$ cat src/rtl/ppfl_ram.sv
// Generic simple dual-port RAM: one write port, one read port with a
// registered read. Standalone, no package dependencies.
`timescale 1ns / 1ps

module ppfl_ram #(
    parameter int WIDTH = 16,
    parameter int DEPTH = 16,
    parameter int AW    = (DEPTH > 1) ? $clog2(DEPTH) : 1
) (
    input  logic             i_clk,
    input  logic             i_wr_en,
    input  logic [AW-1:0]    i_wr_addr,
    input  logic [WIDTH-1:0] i_wr_data,
    input  logic             i_rd_en,
    input  logic [AW-1:0]    i_rd_addr,
    output logic [WIDTH-1:0] o_rd_data
);

    logic [WIDTH-1:0] r_mem [DEPTH];
    logic [WIDTH-1:0] r_rd_data;

    always_ff @(posedge i_clk) begin
        if (i_wr_en) begin
            r_mem[i_wr_addr] <= i_wr_data;
        end
        if (i_rd_en) begin
            r_rd_data <= r_mem[i_rd_addr];
        end
    end

    assign o_rd_data = r_rd_data;

endmodule

$ cat config.mk
export PLATFORM = sky130hd
export DESIGN_NAME = ppfl_ram
export DESIGN_NICKNAME = d
export VERILOG_FILES = /design/src/rtl/ppfl_ram.sv
export SDC_FILE = /design/constraint.sdc
export NUM_CORES = 1
export LEC_CHECK = 0
export BUFFER_PORTS_ARGS = -buffer_cell sky130_fd_sc_hd__buf_2
export CORE_UTILIZATION = 65
export CTS_CLUSTER_DIAMETER = 100
export DETAILED_ROUTE_END_ITERATION = 12
export PLACE_DENSITY = 0.82
export SYNTH_ARGS = -nofsm -noshare
export SYNTH_HDL_FRONTEND = slang
export SYNTH_SLANG_ARGS = --single-unit
$ cat constraint.sdc
create_clock -name i_clk -period 5.3 [get_ports i_clk]
set_input_delay 0.265 -clock i_clk [delete_from_list [all_inputs] [get_ports i_clk]]
set_output_delay 0.265 -clock i_clk [all_outputs]
set_load 0.01 [all_outputs]
==> out/qor.txt <==
IR Drop Worst-Case VDD -> 0.000317 V
routed wire length -> 20300 µm
arrival time at the worst endpoint -> 2400 ps
vias in the first global route -> 4994
die height -> 127 µm
Hold Buf Count CTS -> 0
final hold violation count -> 0
pin count of the biggest net entering global routing -> 42
setup TNS after final layout -> 0 ps
CP Data Required Time -> 5560 ps
worst path bufs/invs -> 2
number of instances in the synthesized netlist -> 432
overall power consumption -> 4.45 mW
Top Family by Delay on Critical Path -> buffers and inverters
leakage power summed over all cells -> 3.74 nW
Tightest Hold Check Type -> input pin to register
area share of the leading cell type in the synthesized netlist -> 80.0%
HP Start -> i_wr_data[13]
Buffers on Ports -> 42
share of layout cells above drive strength 1 -> 31.6%
maximum fanout along the worst path -> 41
top-level port count -> 43
initial antenna violation count -> 0
total number of yosys warnings -> 0
leading cell types in the layout, fill and taps excluded -> 272 x edfxtp_1, 54 x mux4_2, 41 x buf_2
final count of pins violating max slew -> 0
top cell type by total area after synthesis -> edfxtp_1
GPL Wtd Cong -> 0.709
CP max-delay cell -> mux4_1
filler cell count -> 806
number of nets in the layout -> 523
root buf cell -> clkbuf_16
status -> finished, final reports clean
routed length per placed instance -> 28.0 µm
count of maximum capacitance violations -> 0
worst skew pair latency -> 520 ps
maximum clock rate -> 469 MHz
launching point of the worst reg2reg path -> r_mem[2][6]$_DFFE_PP_
Post CTS Setup Buffer Count -> 0
floorplan die width -> 127 µm
CP Capture Type -> register
detailed-route via count -> 4711
slew at the pin closest to its max-slew limit -> 1210 ps
chain of cells forming the critical path -> buf_4 > buf_4 > mux4_1 > a22oi_1 > nand2_1
Power Dens Cells -> 385 nW/µm²
Distinct cells, synth -> 18
Syn Nets -> 459
count of final setup violators -> 0
# clock sinks -> 272
remaining global-route overflow -> 0
maximum number of buffers from clock root to sink -> 3
Site Rows -> 45
skew final -> 13.8 ps
cell repeated most along the worst path -> buf_4
category of the worst setup path launch point -> input pin
count of nets left with antenna violations after detail routing -> 0
post_cts resized -> 0
initial core utilization -> 66.9%
share of the clock period used by the worst path after layout -> 40.2%
detailed router's first-iteration violation count -> 421
most common library cell in the layout ignoring fill and taps -> edfxtp_1
top cells by area, synth -> edfxtp_1 80%, mux4_2 12%, mux4_1 2.6%
wire length of the first global-routing pass -> 29800 µm
Pre-antenna DRT Iters -> 4
cts bufs inserted -> 26
post-synthesis sequential area ratio -> 80.0%
Min Clock Period, post-route -> 2130 ps
number of H-tree levels -> 1
post-synthesis cell area -> 10200 µm²
DR DRC count -> 0
Die Footprint -> 16200 µm²
Slowest Stage Delay on Critical Path -> 640 ps
standard cell core area -> 15300 µm²
Worst Path Class, Setup -> input pin to register
diode count -> 0
area grow syn2layout -> 13.1%
Rel. slew slack -> 19.2%
number of cells in the finished layout apart from fillers -> 723
GRT Overall Usage -> 26.6%
per-instance average area after synthesis -> 23.6 µm²
mean number of vias per cell -> 6.52
number of placed instances with taps included -> 679
CTS tree -> done
Seq cells post-synth -> 272
setup repair after global routing missed its margin -> false
worst setup path start -> i_rd_addr[0]
final HPWL from detailed placement -> 10500 µm
clock-pin slew of the registers on the worst-case setup and hold paths -> 60 ps
## path summary, 6_finish.rpt
check,end,slack (ps),depth (start not counted)
max,o_rd_data[4]$_DFFE_PP_,3170,5
min,r_mem[14][13]$_DFFE_PP_,110,1
max reg2reg,o_rd_data[6]$_DFFE_PP_,3830,3
min reg2reg,o_rd_data[0]$_DFFE_PP_,750,3
## through the flow
stage | cell area, µm² | hold slack (ps) | worst slack [ps] | util, %
after floorplan | 10200 | 364 | 2980 | -
after global routing | 11500 | 111 | 2960 | 75.6
after CTS | 11500 | 102 | 3130 | 75.6
after global placement | 10700 | 624 | 2650 | 70.3
final | 11500 | 110 | 3170 | 75.6
after detailed placement | 10700 | 645 | 2610 | 70.3
## worst reg2reg max path: cells and delay by family (launching register included)
kind               cells  cell delay, ps
AOI/OAI and AO/OA      1             260
and+or+nand+nor        1             100
muxes                  1             480
DFF                    1             380
## synth_stat cells
| cell type | number |
|---|---|
| or3b_2 | 1 |
| nor2_1 | 13 |
| mux4_1 | 10 |
| buf_4 | 3 |
| nor3_1 | 4 |
| nand2b_1 | 2 |
| mux4_2 | 54 |
| nor2b_1 | 2 |
| edfxtp_1 | 272 |
| nand2_1 | 17 |
| buf_6 | 4 |
| and2_1 | 1 |
| nand3b_1 | 2 |
| buf_1 | 3 |
| buf_2 | 3 |
| nand3_1 | 1 |
| clkbuf_1 | 8 |
| a22oi_1 | 32 |
## registers in the layout (all words and copies together) (netlist names)
name,count
r_mem,256
o_rd_data,16
## cells by family after synthesis
group / share of synthesized area (%)
multiplexers: 14.5
flip-flops: 80.0
AO/OA/AOI/OAI: 2.35
AND/OR/NAND/NOR: 1.89
buffers and inverters: 1.21
## layout make-up
class	count	area (µm²)	area share, %
flip-flops and latches	272	8170	70.8
multi-input cells	139	1960	17.0
clock buffers	33	698	6.05
repair buffers	57	325	2.82
well taps	211	264	2.29
clock inverters	11	125	1.08
## per-layer routing
metal / wire [µm] / global-route usage [%] / part of all wire, %
met3: 1860 / 6.32 / 9.2
met1: 7620 / 36.3 / 38
met4: 502 / 7.84 / 2.5
met2: 10300 / 44.0 / 51
met5: 0 / 0 / 0
## power by group
| part | internal (mW) | leakage, nW | switching, mW | total, mW |
|---|---|---|---|---|
| registers | 2.42 | 2.47 | 0.0132 | 2.44 |
| clock network | 1.07 | 0.404 | 0.734 | 1.80 |
| logic | 0.0838 | 0.868 | 0.123 | 0.207 |
Note: power is estimated with default switching activity, not from simulation.
